## src/rtl/core/ppid_pkg.sv

```systemverilog
package ppid_pkg;

    localparam int SAMPLE_WIDTH   = 16;
    localparam int GAIN_FRAC_BITS = 16;

    localparam int GAIN_W     = 32;
    localparam int LIMIT_W    = 31;
    localparam int INTEG_W    = 32;
    localparam int DRIVE_W    = 32;
    localparam int CFG_IDX_W  = 3;
    localparam int CFG_DATA_W = 32;

    localparam int ERR_W      = SAMPLE_WIDTH + 1;
    localparam int DELTA_W    = SAMPLE_WIDTH + 2;
    localparam int P_PROD_W   = ERR_W + GAIN_W;
    localparam int D_PROD_W   = DELTA_W + GAIN_W;
    localparam int P_TERM_W   = P_PROD_W - GAIN_FRAC_BITS;
    localparam int D_TERM_W   = D_PROD_W - GAIN_FRAC_BITS;
    localparam int I_ACC_W    = ((P_TERM_W > INTEG_W) ? P_TERM_W : INTEG_W) + 1;
    localparam int PD_W       = D_TERM_W + 1;
    localparam int TOT_W      = ((PD_W > INTEG_W) ? PD_W : INTEG_W) + 1;

    localparam int QUEUE_DEPTH = 2;
    localparam int Q_PTR_W     = (QUEUE_DEPTH > 1) ? $clog2(QUEUE_DEPTH) : 1;
    localparam int Q_CNT_W     = $clog2(QUEUE_DEPTH + 1);

    localparam logic CMD_STEP  = 1'b0;
    localparam logic CMD_CLEAR = 1'b1;

    typedef enum logic [CFG_IDX_W-1:0] {
        REG_PROP_GAIN  = 3'd0,
        REG_INTEG_GAIN = 3'd1,
        REG_DERIV_GAIN = 3'd2,
        REG_OUT_LIMIT  = 3'd3,
        REG_INTEG_LIM  = 3'd4
    } t_reg_idx;

    typedef struct packed {
        logic                      clear;
        logic signed [ERR_W-1:0]   err;
        logic signed [DELTA_W-1:0] delta;
    } t_item;

    typedef struct packed {
        logic signed [GAIN_W-1:0] prop_gain;
        logic signed [GAIN_W-1:0] integ_gain;
        logic signed [GAIN_W-1:0] deriv_gain;
        logic [LIMIT_W-1:0]       out_limit;
        logic [LIMIT_W-1:0]       integ_limit;
    } t_gains;

    typedef struct packed {
        logic full;
        logic empty;
    } t_q_stat;

endpackage

```

## src/rtl/core/ppid_front.sv

```systemverilog
module ppid_front (
    input  logic                                        i_clk,
    input  logic                                        i_rst_n,
    input  logic                                        i_valid,
    output logic                                        o_stall,
    input  logic                                        i_command,
    input  logic signed [ppid_pkg::SAMPLE_WIDTH-1:0]    i_measured,
    input  logic signed [ppid_pkg::SAMPLE_WIDTH-1:0]    i_target,
    output logic                                        o_valid,
    input  logic                                        i_ready,
    output ppid_pkg::t_item                             o_item
);
    import ppid_pkg::*;

    logic                      r_valid;
    t_item                     r_item;
    t_item                     n_item;
    logic signed [ERR_W-1:0]   r_prev_err;
    logic signed [ERR_W-1:0]   err;
    logic                      advance;
    logic                      accept;

    assign advance = !r_valid || i_ready;
    assign accept  = i_valid && advance;
    assign o_stall = !advance;
    assign o_valid = r_valid;
    assign o_item  = r_item;

    assign err = ERR_W'(i_target) - ERR_W'(i_measured);

    // delta against the last step's error; a clear zeroes the history
    always_comb begin
        if (i_command == CMD_CLEAR) begin
            n_item.clear = 1'b1;
            n_item.err   = '0;
            n_item.delta = '0;
        end else begin
            n_item.clear = 1'b0;
            n_item.err   = err;
            n_item.delta = DELTA_W'(err) - DELTA_W'(r_prev_err);
        end
    end

    always_ff @(posedge i_clk) begin
        if (!i_rst_n) begin
            r_valid    <= 1'b0;
            r_prev_err <= '0;
        end else begin
            if (advance) begin
                r_valid <= i_valid;
            end
            if (accept) begin
                r_prev_err <= n_item.err;
            end
        end
    end

    always_ff @(posedge i_clk) begin
        if (accept) begin
            r_item <= n_item;
        end
    end

endmodule

```

## config.mk

```make
export PLATFORM = sky130hd
export DESIGN_NAME = ppid_front
export DESIGN_NICKNAME = d
export VERILOG_FILES = /design/src/rtl/core/ppid_pkg.sv /design/src/rtl/core/ppid_front.sv
export SDC_FILE = /design/constraint.sdc
export NUM_CORES = 1
export LEC_CHECK = 0
export BUFFER_PORTS_ARGS = -buffer_cell sky130_fd_sc_hd__buf_2
export CAP_MARGIN = 20
export CORE_MARGIN = 3
export CORE_UTILIZATION = 56
export CTS_CLUSTER_DIAMETER = 60
export DETAILED_ROUTE_END_ITERATION = 12
export PLACE_DENSITY = 0.81
export SLEW_MARGIN = 20
export SYNTH_ARGS = -nofsm -noshare
export SYNTH_HDL_FRONTEND = slang
export SYNTH_SLANG_ARGS = --single-unit
```

## constraint.sdc

```tcl
create_clock -name i_clk -period 4.2 [get_ports i_clk]
set_input_delay 0.42 -clock i_clk [delete_from_list [all_inputs] [get_ports i_clk]]
set_output_delay 0.42 -clock i_clk [all_outputs]
set_load 0.03 [all_outputs]
```

==> Word level (Yosys, flattened, before mapping) <==
Cells that the tools add are included.
{ "word_totals": {"ram_bits": 0, "input_bits": 37, "n_memories": 0, "output_inout_bits": 38, "latchBits": 0, "wordCells": 12, "romBits": 0, "ff_bits": 54} }
{ "op_classes": {"bitwise_logic": 0, "magnitude_cmp": 0, "eq_ne": 0, "div_mod_pow": 0, "n_mux": 1, "n_addsub": 2, "shifts": 0, "mul": 0, "n_reduce_logical": 4} }
{ "ops": {"columns": ["op", "n"], "rows": [
  ["$mux W36", 1],
  ["$sub A17 B17 Y18", 1],
  ["$sub A16 B16 Y17", 1],
  ["$logic_not A1 Y1", 2],
  ["$logic_and A1 B1 Y1", 1],
  ["$logic_or A1 B1 Y1", 1]
]} }

==> Logic depth before layout (Yosys ltp) <==
{ "logic_depth": {"ltp_word": 3, "depth_mapped": 17, "ltp_nobuf": 16} }

==> Worst setup path before layout <==
No wires, ideal clock.
{ "synth_timing": {"kind": "input to register", "startpoint": "in i_target[0] (netlist name)", "endpoint": "reg r_item (netlist bit o_item[12]), data pin", "required_ps": 3940, "setup_slack_ps": 523, "setup_time_ps": 260, "n_path_buf": 1, "path_stages": 16, "t_arrival_ps": 3417, "cell_sequence": "inv_1 ha_1 fa_1 nor2b_1 o211ai_2 a21oi_2 o21a_1 o21ai_0 and2_1 ha_1 clkbuf_2 a21o_1 a31oi_1 a21boi_1 o41ai_1 mux2_2"} }
{ "synth_between": {"elab_chain_cells": 2} }
{ "synth_rtl": {"columns": ["item", "line", "text"], "rows": [
  ["start, declared", "ppid_front.sv:8", "input logic signed [ppid_pkg::SAMPLE_WIDTH-1:0] i_target,"],
  ["$sub A16 B16 Y17", "ppid_front.sv:29", "assign err = ERR_W'(i_target) - ERR_W'(i_measured);"],
  ["$sub A17 B17 Y18", "ppid_front.sv:40", "n_item.delta = DELTA_W'(err) - DELTA_W'(r_prev_err);"],
  ["end signal, assigned", "ppid_front.sv:60", "r_item <= n_item;"],
  ["end, declared", "ppid_front.sv:16", "t_item r_item;"]
]} }
No other way between the ends.
A chain may end at the register's enable or synchronous reset.

==> Final worst setup path <==
{ "layout_timing": {"startpoint": "in i_measured[4] (netlist name)", "endpoint": "reg r_item (netlist bit o_item[12]), data pin"} }
{ "layout_between": {"elab_chain_cells": 2} }
{ "layout_rtl": {"columns": ["item", "line", "text"], "rows": [
  ["start, declared", "ppid_front.sv:7", "input logic signed [ppid_pkg::SAMPLE_WIDTH-1:0] i_measured,"],
  ["$sub A16 B16 Y17", "ppid_front.sv:29", null],
  ["$sub A17 B17 Y18", "ppid_front.sv:40", null]
]} }
No other way between the ends.

==> results.txt <==
The run finished with clean final reports. Cell internal power was estimated by the tool at 1.090 mW. The reported max-cap violation count came out at 0. The routed via count is 3036. The synthesized area divided by synthesized cell count came out at 9.483 um^2. The measured slew at the worst slew-check pin came out at 745.6 ps. The buffers plus inverters on the worst setup path came out at 2.

The wire length of the first global-routing pass is 12.54 mm. The detail-routed via count per cell came out at 5.643. The overall power came out at 1.742 mW. The TritonCTS sink count came out at 54. The critical-path maximum fanout is 7. The part of the power in combinational logic is 43.1%. The area of the die came out at 7560 um^2.

The total of fill cells in the finished design is 473. After detailed placement, the design holds a cell count of 530. The global placement routability congestion came out at 0.9337. The sequential-to-total area share from yosys stat is 39.28%.

The number of I/O pins came out at 75. The worst setup path is captured at a register. In the final routed layout, each cell accounts on average for 13.82 um. The insertion delay of the later-clocked pin in the worst-skew pair is 310 ps. For this design, the slowest cell found on the critical path is o41ai_1. The half-perimeter wire length after detailed placement is 5.775 mm. After synthesis the netlist holds a flip-flop and latch count of 54. The die height is 86.95 um. The most used flip-flop cell after synthesis is edfxtp_1.

The number of nets in the layout came out at 534. The worst-case clock buffer depth came out at 2. The core region is 6131 um^2. The library cells used most frequently in the layout, excluding fill and tap cells, are 74 x buf_2, 41 x inv_1, 36 x edfxtp_1. The required time of the critical path came out at 4270 ps.

The proportion of register bits with asynchronous set or reset after synthesis is 0%. Setup total negative slack on the finished layout was measured at 0 ps. The most common library cell in the layout ignoring fill and taps is buf_2. The delay of the slowest cell on the worst path came out at 410 ps. Clock-pin slew was measured on the worst setup and hold paths at 100 ps. The count of hold-fix buffers inserted at cts came out at 0. The total congestion overflow is 0. Timing would allow up to 261.3 MHz.

The fraction of layout cells with a size suffix above 1 is 21.17%. Broken down by cell family, the worst path's largest delay share belongs to compound AO/OA/AOI/OAI gates. The number of global-route vias before repair is 2828. The static leakage is 1.866 nW. The die boundary width is 86.95 um. The count of yosys warnings during synthesis is 0.

The pin count of the biggest net entering global routing is 47. The clock share of power came out at 19.2%. The highest ir drop seen on vdd is 291.5 uV. The area share of the largest cell type after synthesis came out at 29.46%. After Yosys synthesis, and, or, nand and nor cells account for 18.10% of the synthesized area.

The detail route stage leaves a number of antenna-violating nets equal to 0. The first detailed-routing pass ran for 5 iterations. After technology mapping, the gate count stands at 387. The initial antenna violation count is 0. The analysis attributes to net switching a power of 0.6518 mW. The number of H-tree branching levels came out at 2. The synthesized netlist devotes 4.296% of its cell area to XOR and XNOR gates. The tree is rooted in a clkbuf_8. The arrival time of data at the critical path endpoint is 3890 ps. Of all cell types, the one taking the most synthesized area is edfxtp_1. The area used by multi-input combinational logic came out at 2038 um^2. The CTS tree is yes.

The min-delay analysis places its worst path in the category primary input to register. When the netlist entered floorplanning its net count stood at 459. The switching share of total power came out at 37.42%.

The detailed-route DRC error count came out at 0. The compound-gate portion of the synthesized area came out at 19.60%. The placement row count came out at 28. By area, the combinational part of the netlist is dominated by compound AO/OA/AOI/OAI gates.

The worst path uses 91.11% of the clock period. The cell area after technology mapping came out at 3670 um^2. Dividing total power by cell area gives a power density of 411.6 nW/um^2.

In the synthesized netlist, mux cells make up 1.193% of the area. The max-slew headroom at the worst pin came out at 50.29%. After synthesis, the cell types taking the most area are edfxtp_1 29%, ha_1 11%, dfxtp_1 9.8%, inv_1 4.2%, nor2b_1 3.8%. The first-iteration detailed-routing DRC count came out at 150. Clock skew on the completed layout was measured at 8.715 ps. The storage element area is 1441 um^2. Counting the buffers created by CTS gives 5. STA classifies the critical path startpoint as a primary input.

The count of inserted antenna diode cells came out at 0. The arithmetic-cell share of the synthesized area counting full adders, half adders and majority gates is 12.34%. In this run the post-CTS setup repair buffer count came out at 0. The total count of hold-check failures in the final report was 0. The all-layer global routing usage is 20.37%. The area added between synthesis and finish came out at 15.31%. The class of the most critical setup path is primary input to register.

The number of enable flip-flop cells after synthesis is 36. The final count of negative-setup-slack endpoints came out at 0. The max-slew violation count is 0.

The total of buffers placed on input and output ports is 74. The finished layout holds 538 standard cells, fillers aside. The netlist uses 56 different library cells. The minimum period implied by the final worst setup slack came out at 3827 ps. Setup repair after global routing left no endpoint under its margin. The signal on the critical path passes through buf_2, inv_1, ha_1, a21o_1, nor2_1, a21oi_2, o21a_1, or3_1, and2_1, ha_1, a21o_1, a31oi_1, a21boi_1, o41ai_1, mux2_2. The part of the power in registers is 37.7%. The aggregate routed wire length is 7.434 mm. The initial cell density of the core is 59.86%.

The total of cells resized after clock tree synthesis came out at 0.
stage by stage:
stage                     hold slack (ps)  instance area, um^2  util, %  worst slack (ps)
after CTS                           318.1                 4232    69.02             493.8
final                               329.0                 4232    69.02             373.5
after floorplan                     425.1                 3670        -             522.8
after detailed placement            456.5                 4120    67.20             226.4
after global placement              434.9                 4120    67.20             262.9
after global routing                326.2                 4232    69.02             204.6
flip-flops by register name, indices dropped and copies added, names as in the netlist:
| signal | flops |
|---|---|
| o_item | 36 |
| o_valid | 1 |
| r_prev_err | 17 |
synthesized netlist by cell type, drive strengths merged (3+ instances only):
| cell type | instances |
|---|---|
| o31ai | 4 |
| xor2 | 6 |
| a21oi | 23 |
| inv | 41 |
| nand3b | 3 |
| nand2b | 8 |
| a21o | 9 |
| nor2 | 32 |
| xnor2 | 12 |
| a211oi | 6 |
| clkbuf | 8 |
| a22o | 9 |
| dfxtp | 18 |
| a211o | 3 |
| nand2 | 19 |
| and3 | 5 |
| edfxtp | 36 |
| nor2b | 22 |
| nor3 | 10 |
| a31oi | 5 |
| a21boi | 3 |
| ha | 33 |
| and2 | 9 |
| nand4 | 4 |
| o21ai | 21 |
| mux2 | 3 |
| o21a | 5 |
power groups by stage:
stage	combinational [mW]	sequential (mW)	clock, mW
2_1_floorplan	0.476	0.765	0
3_3_place_gp	0.719	0.668	0
3_5_place_dp	0.737	0.669	0
4_1_cts	0.743	0.658	0.343
5_1_grt	0.827	0.663	0.367
6_report	0.751	0.657	0.334
per-layer routing:
metal	global-route usage, %	up-vias	share of wire [%]
met5	0	-	0
met4	7.932	0	1.9
met3	2.933	14	6.2
met2	32.71	102	46
met1	27.67	1377	46
li1	-	1543	-
final timing paths:
| check | start | endpoint | slack, ps | cells after the start |
|---|---|---|---|---|
| max | i_measured[4] | o_item[12]$_SDFFCE_PP0P_ | 370 | 15 |
| min | i_valid | o_valid$_SDFFE_PN0N_ | 330 | 2 |
| max reg2reg | r_prev_err[0]$_SDFFE_PN0P_ | o_item[12]$_SDFFCE_PP0P_ | 1460 | 9 |
| min reg2reg | r_prev_err[8]$_SDFFE_PN0P_ | r_prev_err[8]$_SDFFE_PN0P_ | 480 | 1 |
logic make-up (layout without fill, tap and decap cells):
family                     after synthesis  count (layout)
DFF                                     54              54
adders and majority gates               35              35
AOI/OAI and AO/OA                      102             102
muxes                                    4               4
buffers and inverters                   50             126
xor gates and xnor gates                18              18
and+or+nand+nor                        124             124
area by class of cell:
class                   count  area share [%]
flip-flops and latches     54           34.06
clock buffers               6           2.218
multi-input cells         283           48.17
clock inverters             2          0.4140
inverters                  41           3.637
repair buffers             77           9.284
well taps                  75           2.218
Note: power is estimated with default switching activity, not from simulation.
