### src/rtl/core/ppid_pkg.sv
package ppid_pkg;

    localparam int SAMPLE_WIDTH   = 16;
    localparam int GAIN_FRAC_BITS = 16;

    localparam int GAIN_W     = 32;
    localparam int LIMIT_W    = 31;
    localparam int INTEG_W    = 32;
    localparam int DRIVE_W    = 32;
    localparam int CFG_IDX_W  = 3;
    localparam int CFG_DATA_W = 32;

    localparam int ERR_W      = SAMPLE_WIDTH + 1;
    localparam int DELTA_W    = SAMPLE_WIDTH + 2;
    localparam int P_PROD_W   = ERR_W + GAIN_W;
    localparam int D_PROD_W   = DELTA_W + GAIN_W;
    localparam int P_TERM_W   = P_PROD_W - GAIN_FRAC_BITS;
    localparam int D_TERM_W   = D_PROD_W - GAIN_FRAC_BITS;
    localparam int I_ACC_W    = ((P_TERM_W > INTEG_W) ? P_TERM_W : INTEG_W) + 1;
    localparam int PD_W       = D_TERM_W + 1;
    localparam int TOT_W      = ((PD_W > INTEG_W) ? PD_W : INTEG_W) + 1;

    localparam int QUEUE_DEPTH = 2;
    localparam int Q_PTR_W     = (QUEUE_DEPTH > 1) ? $clog2(QUEUE_DEPTH) : 1;
    localparam int Q_CNT_W     = $clog2(QUEUE_DEPTH + 1);

    localparam logic CMD_STEP  = 1'b0;
    localparam logic CMD_CLEAR = 1'b1;

    typedef enum logic [CFG_IDX_W-1:0] {
        REG_PROP_GAIN  = 3'd0,
        REG_INTEG_GAIN = 3'd1,
        REG_DERIV_GAIN = 3'd2,
        REG_OUT_LIMIT  = 3'd3,
        REG_INTEG_LIM  = 3'd4
    } t_reg_idx;

    typedef struct packed {
        logic                      clear;
        logic signed [ERR_W-1:0]   err;
        logic signed [DELTA_W-1:0] delta;
    } t_item;

    typedef struct packed {
        logic signed [GAIN_W-1:0] prop_gain;
        logic signed [GAIN_W-1:0] integ_gain;
        logic signed [GAIN_W-1:0] deriv_gain;
        logic [LIMIT_W-1:0]       out_limit;
        logic [LIMIT_W-1:0]       integ_limit;
    } t_gains;

    typedef struct packed {
        logic full;
        logic empty;
    } t_q_stat;

endpackage

### src/rtl/core/ppid_queue.sv
module ppid_queue (
    input  logic              i_clk,
    input  logic              i_rst_n,
    input  logic              i_valid,
    output logic              o_ready,
    input  ppid_pkg::t_item   i_item,
    output logic              o_valid,
    input  logic              i_ready,
    output ppid_pkg::t_item   o_item,
    output ppid_pkg::t_q_stat o_stat
);
    import ppid_pkg::*;

    t_item               r_mem [QUEUE_DEPTH];
    logic [Q_PTR_W-1:0]  r_wr_ptr;
    logic [Q_PTR_W-1:0]  r_rd_ptr;
    logic [Q_CNT_W-1:0]  r_count;
    logic                full;
    logic                empty;
    logic                push;
    logic                pop;

    assign full  = (r_count == Q_CNT_W'(QUEUE_DEPTH));
    assign empty = (r_count == '0);
    assign push  = i_valid && !full;
    assign pop   = !empty && i_ready;

    assign o_ready      = !full;
    assign o_valid      = !empty;
    assign o_item       = r_mem[r_rd_ptr];
    assign o_stat.full  = full;
    assign o_stat.empty = empty;

    always_ff @(posedge i_clk) begin
        if (!i_rst_n) begin
            r_wr_ptr <= '0;
            r_rd_ptr <= '0;
            r_count  <= '0;
        end else begin
            if (push) begin
                r_wr_ptr <= (r_wr_ptr == Q_PTR_W'(QUEUE_DEPTH - 1)) ? '0 : r_wr_ptr + 1'b1;
            end
            if (pop) begin
                r_rd_ptr <= (r_rd_ptr == Q_PTR_W'(QUEUE_DEPTH - 1)) ? '0 : r_rd_ptr + 1'b1;
            end
            if (push && !pop) begin
                r_count <= r_count + 1'b1;
            end else if (pop && !push) begin
                r_count <= r_count - 1'b1;
            end
        end
    end

    always_ff @(posedge i_clk) begin
        if (push) begin
            r_mem[r_wr_ptr] <= i_item;
        end
    end

endmodule

### config.mk
export PLATFORM = sky130hd
export DESIGN_NAME = ppid_queue
export DESIGN_NICKNAME = d
export VERILOG_FILES = /design/src/rtl/core/ppid_pkg.sv /design/src/rtl/core/ppid_queue.sv
export SDC_FILE = /design/constraint.sdc
export NUM_CORES = 1
export LEC_CHECK = 0
export BUFFER_PORTS_ARGS = -buffer_cell sky130_fd_sc_hd__buf_2
export CAP_MARGIN = 20
export CORE_ASPECT_RATIO = 0.75
export CORE_MARGIN = 10
export CORE_UTILIZATION = 25
export DETAILED_ROUTE_END_ITERATION = 8
export MAX_ROUTING_LAYER = met4
export SLEW_MARGIN = 40
export SYNTH_ARGS = -nofsm -noshare
export SYNTH_HDL_FRONTEND = slang
export SYNTH_SLANG_ARGS = --single-unit
### constraint.sdc
create_clock -name i_clk -period 3.14 [get_ports i_clk]
set_input_delay 0.785 -clock i_clk [delete_from_list [all_inputs] [get_ports i_clk]]
set_output_delay 0.785 -clock i_clk [all_outputs]
set_load 0.05 [all_outputs]
After elaboration in Yosys (flattened, before gate mapping)
Memories as Yosys holds them, arrays and structs flattened. A register that Yosys moved wholly into a read port is not among the register bits.
Cells that the tools add are included.
W data, S select, Z words.
- bits in registers: 4
- memory bits (writable): 72
- input bits: 40
- output and inout port bits: 40
- word-level logic and storage cells: 27
- memories kept: 1
- $add $sub $neg: 4
- equality and inequality tests: 1
- mux-type cells: 8
- reduce and logical (&&, ||, !) cells: 10
- memories (name ; depth ; width ; read ports ; clocked after memory_dff ; wr ports ; line ; source):
    r_mem ; 2 ; 36 ; 1 ; 1 ; 1 ; ppid_queue.sv:14 ; t_item r_mem [QUEUE_DEPTH];
- operators with widths (kind ; count):
    $mux W1 ; 6
    $logic_and A1 B1 Y1 ; 4
    $logic_not A1 Y1 ; 4
    $mux W2 ; 2
    $add A1 B1 Y1 const B ; 2
    $add A2 B1 Y2 const B ; 1
    $eq A2 B2 Y1 const B ; 1
    $logic_not A2 Y1 ; 1
    $reduce_bool A2 Y1 ; 1
    $sub A2 B1 Y2 const B ; 1

Longest topological paths before layout
Gate-level depths: netlist of the first run.
- depth in word-level cells: 7
- gate-level depth with buffers: 7
- mapped depth without buffers: 7

Worst setup path before layout of the first run
OpenSTA, ideal clock, no wires.
- kind: input -> register
- start point: in i_valid
- end point: mem r_mem[0][0] (netlist name) (enable)
- setup time: 0.425 ns
- arrival: 2.312 ns
- data required time: 2.715 ns
- path slack: 0.404 ns
- cell stages on the path: 2
- path buffers: 0
- cells stage by stage: inv_1 nor3_2
- cells in the longest elaborated chain, start to end: 3
- RTL lines (what ; line ; source):
    start, declared ; ppid_queue.sv:4 ; input logic i_valid,
    $logic_and A1 B1 Y1 ; ppid_queue.sv:25 ; assign push = i_valid && !full;
    $mux W1 ; ppid_queue.sv:55 ; if (push) begin
    $mux W1 (not written as such) ; ppid_queue.sv:56 ; r_mem[r_wr_ptr] <= i_item;
    end, declared ; ppid_queue.sv:14 ;
Every way passes these cells.

==> out/metrics.sh, run 1 <==
OUTCOME='finished clean'
POSTSYNTHCELLCOUNT=140
CP_NUM_BUF_INV=2
NUMCLOCKSINKS=77
GLOBAL_ROUTE_WIRE_LENGTH_BEFORE_REPAIR_UM=8960
OVERFLOW=0
STATIC-LEAKAGE-POWER_nW=1.38
GRT_START_MAX_NET_PINS=37
CTS_POST_SETUP_BUFFERS_INSERTED=0
YOSYS-TOP-CELLS-AREA='edfxtp_1 (76%), mux2_2 (14%), dfxtp_1 (3.5%)'
FINALWEIGHTEDCONGESTION=0.699
DRTITER0DRC=43
PWR_DENSITY_CELL_mW_PER_MM2=986
FINALWORSTPATHREQUIREDPERIOD_PS=2290
TIMING.CRITICAL_PATH.SLOWEST_STAGE_CELL='mux2_2'
SYNTH_NETS=181
CLOCK_LATENCY_PS=330
CRITICAL_PATH_PEAK_FANOUT=36
POST_SYNTH_INSTANCE_AREA_MM2=0.00285
SYNTHARSTFLOPSHARE=0
CTS_TREE='built'
ANT_NETS=0
POSTSYNTHREGISTERBITS=77
DRT_FIRST_PASS_ITERS=4
DIE_HEIGHT_UM=112
SETUP_TOTAL_NEG_SLACK_PS=0
FIN_SKEW_PS=5.18
FIRST_GLOBAL_VIAS=1714
WORST-SLEW-PIN-TRANSITION_PS=428
WORSTSETUPPATHTYPE='flop to primary output'
HOLD_SLACK_PS=536
DETAILED_PLACE_HPWL_UM=4030
RSZ0062_AT_GRT='false'
WORSTPATHCELLLIST='buf_12 > mux2_2 > buf_2'
HOLDBUFCOUNTCTS=0
CLOCK_TREE.HTREE_LEVEL_COUNT=3
SETUP.WORST_PATH.END_CLASS='primary output'
POST_DRT_WL_PER_CELL_UM=15.5
NUM_ANTENNA_CELLS=0
CORE.ROWCOUNT=33
CPLARGESTDELAYFAMILY='buffers and inverters'
TIMING_HOLD_VIOLATIONS_FINAL=0
MAX_SLEW_MARGIN=0.715
NUM_VIAS=1511
YOSYS_MOST_USED_DFF='edfxtp_1'
PLACEMENT.IO_BUFFERS=79
VDD_IR_DROP_MAX_mV=0.473
TOPROUTINGLAYERUSED='met4'
DRT_DRC_VIOLATIONS_LEFT=0
GRT_UTIL_ALL_LAYERS=0.0753
NUMCTSBUFFERS=9
FINISH.NET_COUNT=269
LAYOUT_WORST_PATH_CYCLE_SHARE=0.729
FMAX_MHz=437
DESIGN.DIE.AREA_MM2=0.0161
MIN-DELAY-PATH-CLASS='flop to flop'
DESIGN.CORE.AREA_MM2=0.0110
AVGSYNTHCELLAREA_UM2=20.3
CP_DATA_REQUIRED_TIME_PS=2350
CP_SLOWEST_STAGE_DELAY_PS=380
AREAGROWTHSYNTHTOFINISH_PCT=30.8
POST_ROUTE_CELLS_DRIVE_ABOVE_1_SHARE=0.601
VIASPERCELL=4.05
TIMING.CRITICAL_PATH.ARRIVAL_PS=1500
ANTENNA_FOUND_INITIAL=0
SYNTH_TOP_CELL_AREA_SHARE=0.759
CTSLONGESTPATHBUFFERS=2
BOUNDARYPINS=80
SYNTH_ENABLE_FLOP_CELLS=72
CLK_ROOT_BUFFER_CELL='clkbuf_16'
SETUP_VIOL=0
YOSYS_WARNINGS=0
MET1WIRELENGTH_UM=2740
DETAIL_ROUTE.WIRELENGTH_UM=5780
SYNTH_SEQUENTIAL_AREA_RATIO=0.794
SYNTH_AREA_LEADER_CELL='edfxtp_1'
DIE_X_UM=143
START_UTIL=0.258
WL_MET2_UM=2560
ROUTE.MET3.WL_UM=432
DRV.MAX_CAP_VIOLATION_COUNT=0
CTSRESIZECOUNT=0
POST_SYNTH_NUM_CELL_TYPES=22
DOMINANT_CELL_BY_COUNT_IN_THE_SYNTHESIZED_NETLIST='edfxtp_1'
TIMING.FINAL.MAX_SLEW_VIOLATIONS=0
REGISTER_CLOCK_PIN_SLEW_ON_THE_REPORTED_WORST_SETUP_AND_HOLD_PATHS_PS=60
WORST_SETUP_PATH_START_KIND='flop'
NETLIST_TOP_CELLS_COUNT='edfxtp_1 (72), mux2_2 (36), dfxtp_1 (5)'
-- power breakdown --
group          leakage, nW  switching [mW]  internal (mW)  total, mW
combinational        0.535           0.961          0.377       1.34
sequential           0.714          0.0445           1.29       1.34
clock                0.135           0.387          0.609      0.995
-- final timing paths --
| check | startpoint | end | slack [ps] | cells past startpoint |
|---|---|---|---|---|
| setup reg to reg | r_count[0] | r_mem[1][29] | 1360 | 3 |
| setup / recovery | flop | o_item[35] | 850 | 3 |
| hold / removal | r_count[1] | r_count[1] | 540 | 2 |
| hold reg to reg | r_count[1] | r_count[1] | 540 | 2 |
-- state kept, by name (all words and copies together) (netlist names), named ones only --
register  cells
r_count       2
r_mem        72
r_rd_ptr      1
r_wr_ptr      1
-- cells in the final DEF (no fill, tap or decap), drive strengths merged --
master / count
clkbuf: 9
xnor2: 2
or2: 1
o21ai: 2
dfxtp: 5
and3: 1
edfxtp: 72
or3: 1
nor3: 1
clkinvlp: 3
buf: 83
bufinv: 1
and2: 3
inv: 3
xor2: 1
o21a: 1
mux2: 36
ha: 1
nand2b: 1
a21boi: 2
clkinv: 3
nor2: 1
-- per-layer routing --
| metal | global-route usage | up-vias |
|---|---|---|
| met3 | 0.0396 | 6 |
| met4 | 0.0244 | 0 |
| met2 | 0.107 | 59 |
| met5 | - | - |
| li1 | - | 714 |
| met1 | 0.0904 | 732 |
-- per-stage QoR --
| stage | std cells | setup WS [ps] | instance area (µm²) | power [mW] | util |
|---|---|---|---|---|---|
| after global placement | 357 | 1060 | 3430 | 2.71 | 0.311 |
| after floorplan | 140 | 404 | 2850 | 2.41 | - |
| final | 373 | 852 | 3720 | 3.67 | 0.338 |
| after global routing | 373 | 780 | 3720 | 3.85 | 0.338 |
| after detailed placement | 357 | 1020 | 3430 | 2.72 | 0.311 |
| after CTS | 373 | 828 | 3720 | 3.74 | 0.338 |
-- cell families (layout without fill, tap and decap cells) --
| group | after synthesis | after routing | share of synthesized area |
|---|---|---|---|
| compound gates | 5 | 5 | 0.0114 |
| flops | 77 | 77 | 0.794 |
| xor+xnor | 3 | 3 | 0.00923 |
| simple gates | 9 | 9 | 0.0211 |
| buf+inv | 9 | 102 | 0.0171 |
| mux | 36 | 36 | 0.142 |
| fa+ha+maj | 1 | 1 | 0.00439 |
-- worst register-to-register path: stages (launching register included) --
cell and delay, ps:
dfxtp_1 400, nand2b_2 190, and3_2 470, buf_4 380
-- area by class of cell --
class / count / area [µm²]
Clock inverter: 7 / 66.3
Inverter: 3 / 11.3
Timing Repair Buffer: 83 / 438
Fill cell: 1085 / 7300
Clock buffer: 9 / 225
Tap cell: 140 / 175
Sequential cell: 77 / 2260
Multi-Input combinational cell: 54 / 544
(Power assumes the default switching activity.)
==> inputs of run 2 (changes only) <==
Clock period 3.14 ns to 2 ns, I/O delays scaled along.
==> run 2 against run 1 <==
Highest routed layer unchanged. Clock power up 67%. Cell count grew 0.27%. Combinational power up 59%. First-iteration DRC count down 42%. Sequential share of layout area decreased by 0.77 points. Non-clock buffer count is the same. Wire length fell by 1.5%. Power increased by 60%. Die area is the same. Sequential power increased by 57%. Worst setup slack lost 810 ps. Critical path depth stayed put. Critical path type unchanged.
==> out/metrics.sh, run 2 (synthesis gave the netlist of run 1 again) <==
REGISTER_CLOCK_PIN_SLEW_ON_THE_REPORTED_WORST_SETUP_AND_HOLD_PATHS_PS=60  # about the same
SETUP.WORST_PATH.END_CLASS='primary output'
CRITICAL_PATH_PEAK_FANOUT=21  # -42%
START_UTIL=0.258  # unchanged
BOUNDARYPINS=80  # unchanged
FMAX_MHz=510
ANT_NETS=0  # unchanged
UTIL_AFTER_LAYOUT=0.342  # +0.00454
LAYOUT_COMMONEST_CELL='buf_2'
NUMCLOCKSINKS=77  # unchanged
DIE_HEIGHT_UM=112  # unchanged
NUMCTSBUFFERS=9  # unchanged
LARGESTREGISTERS='r_mem x72, r_count x2'
LARGEST_REGISTER_FFS=72  # unchanged
CPLARGESTDELAYFAMILY='buffers and inverters'
FINALWORSTPATHREQUIREDPERIOD_PS=1960
TIMING.CRITICAL_PATH.SLOWEST_STAGE_CELL='mux2_2'
DETAIL_ROUTE.WIRELENGTH_UM=5690  # -1.5%
HOLDBUFCOUNTCTS=0  # unchanged
FIRST_GLOBAL_VIAS=1749  # +2.0%
CLOCK_LATENCY_PS=330  # about the same
VDD_IR_DROP_MAX_mV=0.979  # +110%
DRT_FIRST_PASS_ITERS=4  # unchanged
CTS_TREE='built'
DRV.MAX_CAP_VIOLATION_COUNT=0  # unchanged
DESIGN_AREA_FINAL_MM2=0.00377  # +1.3%
TIMING_HOLD_VIOLATIONS_FINAL=0  # unchanged
WORSTPATHCELLLIST='buf_8 > mux2_2 > buf_2'
PLACEMENT.IO_BUFFERS=79  # unchanged
GLOBAL_ROUTE_WIRE_LENGTH_BEFORE_REPAIR_UM=9010  # +0.54%
WORSTSETUPPATHTYPE='flop to primary output'
LAYOUT_SETUP_WS_PS=38.7  # -813 ps
OVERFLOW=0  # unchanged
DRTITER0DRC=25  # -42%
CP_DATA_REQUIRED_TIME_PS=1500  # -850 ps
HOLD_SLACK_PS=355  # -181 ps
VIASPERCELL=4.05  # about the same
DESIGN.CORE.AREA_MM2=0.0110  # unchanged
RSZ0062_AT_GRT='true'
DETAILED_PLACE_HPWL_UM=3900  # -3.2%
OUTCOME='finished clean'
GRT_START_MAX_NET_PINS=37  # unchanged
NUM_VIAS=1515  # +0.26%
HP-START='i_item[32]'
POST_ROUTE_CELLS_DRIVE_ABOVE_1_SHARE=0.597  # -0.00429
SETUP_VIOL=0  # unchanged
MAX_SLEW_MARGIN=0.820  # +0.105
CORE.ROWCOUNT=33  # unchanged
MIN-DELAY-PATH-CLASS='input port to flop'
WORST-SLEW-PIN-TRANSITION_PS=272  # -155 ps
GLOBAL_ROUTE.USAGE.MET3=0.0438  # +0.00421
CP_NUM_BUF_INV=2  # unchanged
TIMING.CRITICAL_PATH.ARRIVAL_PS=1460  # -40 ps
DIE_X_UM=143  # unchanged
GLOBALROUTE.BUSIESTLAYER='met2'
CTS_POST_SETUP_BUFFERS_INSERTED=0  # unchanged
PLACED_CELL_AREA_MM2=0.00345  # +0.62%
ANTENNA_FOUND_INITIAL=1  # +1
CTSLONGESTPATHBUFFERS=2  # unchanged
REG2REG_FROM='r_count[1]'
REGAREA_MM2=0.00226  # about the same
DESIGN.DIE.AREA_MM2=0.0161  # unchanged
GRT_UTIL_ALL_LAYERS=0.0760  # +0.000730
GRT_UTIL_MET2=0.107  # +0.000310
NFILLCELLS=1055  # -2.8%
FINISH.NET_COUNT=269  # unchanged
DRT_DRC_VIOLATIONS_LEFT=0  # unchanged
SETUP.REG_TO_REG.WORST_SLACK_PS=480  # -880 ps
FINALWEIGHTEDCONGESTION=0.672  # -3.8%
MULTI_INPUT_AREA_UM2=549  # +0.92%
AREAGROWTHSYNTHTOFINISH_PCT=32.5
CLOCK_TREE.HTREE_LEVEL_COUNT=3  # unchanged
CLK_ROOT_BUFFER_CELL='clkbuf_16'
PRECTSSETUPSLACK_PS=294  # -726 ps
LAYOUT_WORST_PATH_CYCLE_SHARE=0.981
TIMING.FINAL.MAX_SLEW_VIOLATIONS=0  # unchanged
GLOBAL_ROUTE.USAGE.MET1=0.0873  # -0.00312
CP_SLOWEST_STAGE_DELAY_PS=360  # -20 ps
WORST_SETUP_PATH_START_KIND='flop'
STATIC-LEAKAGE-POWER_nW=1.41  # +1.9%
PWR_DENSITY_CELL_mW_PER_MM2=1560  # +58%
FINAL_CELL_MIX='buf_2 (79), edfxtp_1 (72), mux2_2 (36), clkbuf_16 (9)'
FIN_SKEW_PS=2.72  # -2.47 ps
POST_DRT_WL_PER_CELL_UM=15.2  # -1.8%
LARGEST-REGISTER='r_mem'
==> run 2: stage by stage <==
step                setup TNS, ps  power, mW  instances
floorplan                       0       3.81        140
global placement                0       4.27        357
detailed placement              0       4.29        357
CTS                             0       6.01        373
global route                 -172       6.17        374
finish                          0       5.89        374
==> run 2: power breakdown <==
group / internal (mW) / switching [mW] / leakage [nW]
clock: 1.08 / 0.580 / 0.151
sequential: 2.03 / 0.0737 / 0.714
combinational: 0.621 / 1.51 / 0.544
total: 3.73 / 2.16 / 1.41
==> run 2: timing repair <==
action | in CTS | in global routing
setup endpoints to repair | 35 | 22
gates resized for setup | 3 | 0
endpoints found under the hold margin | 0 | 0
cloned | 0 | 0
==> run 2: final cells by class <==
| cell class | instances | share of cell area |
|---|---|---|
| diodes | 1 | 0.000663 |
| repair buffers | 83 | 0.122 |
| inverters | 3 | 0.00365 |
| clock inverters | 6 | 0.0206 |
| multi-input cells | 54 | 0.146 |
| well taps | 140 | 0.0464 |
| clock buffers | 10 | 0.0607 |
| flip-flops and latches | 77 | 0.600 |
==> run 2: layer usage <==
metal  wire [µm]  vias up
li1            -      717
met1        2580      727
met2        2500       63
met3         531        8
met4          83        0
met5           0        -
==> run 2: final timing paths <==
path / to / cells after the start
setup / recovery: o_item[5] / 3
setup reg to reg: r_count[1] / 6
hold / removal: r_mem[0][32] / 1
hold reg to reg: r_count[1] / 2
==> run 2: worst reg2reg max path, cell delays in order, from the launching register on <==
cell	delay, ps
dfxtp_1	410
nand2b_4	90
inv_4	70
nor2_1	50
ha_1	330
or3_1	360
a21boi_1	140
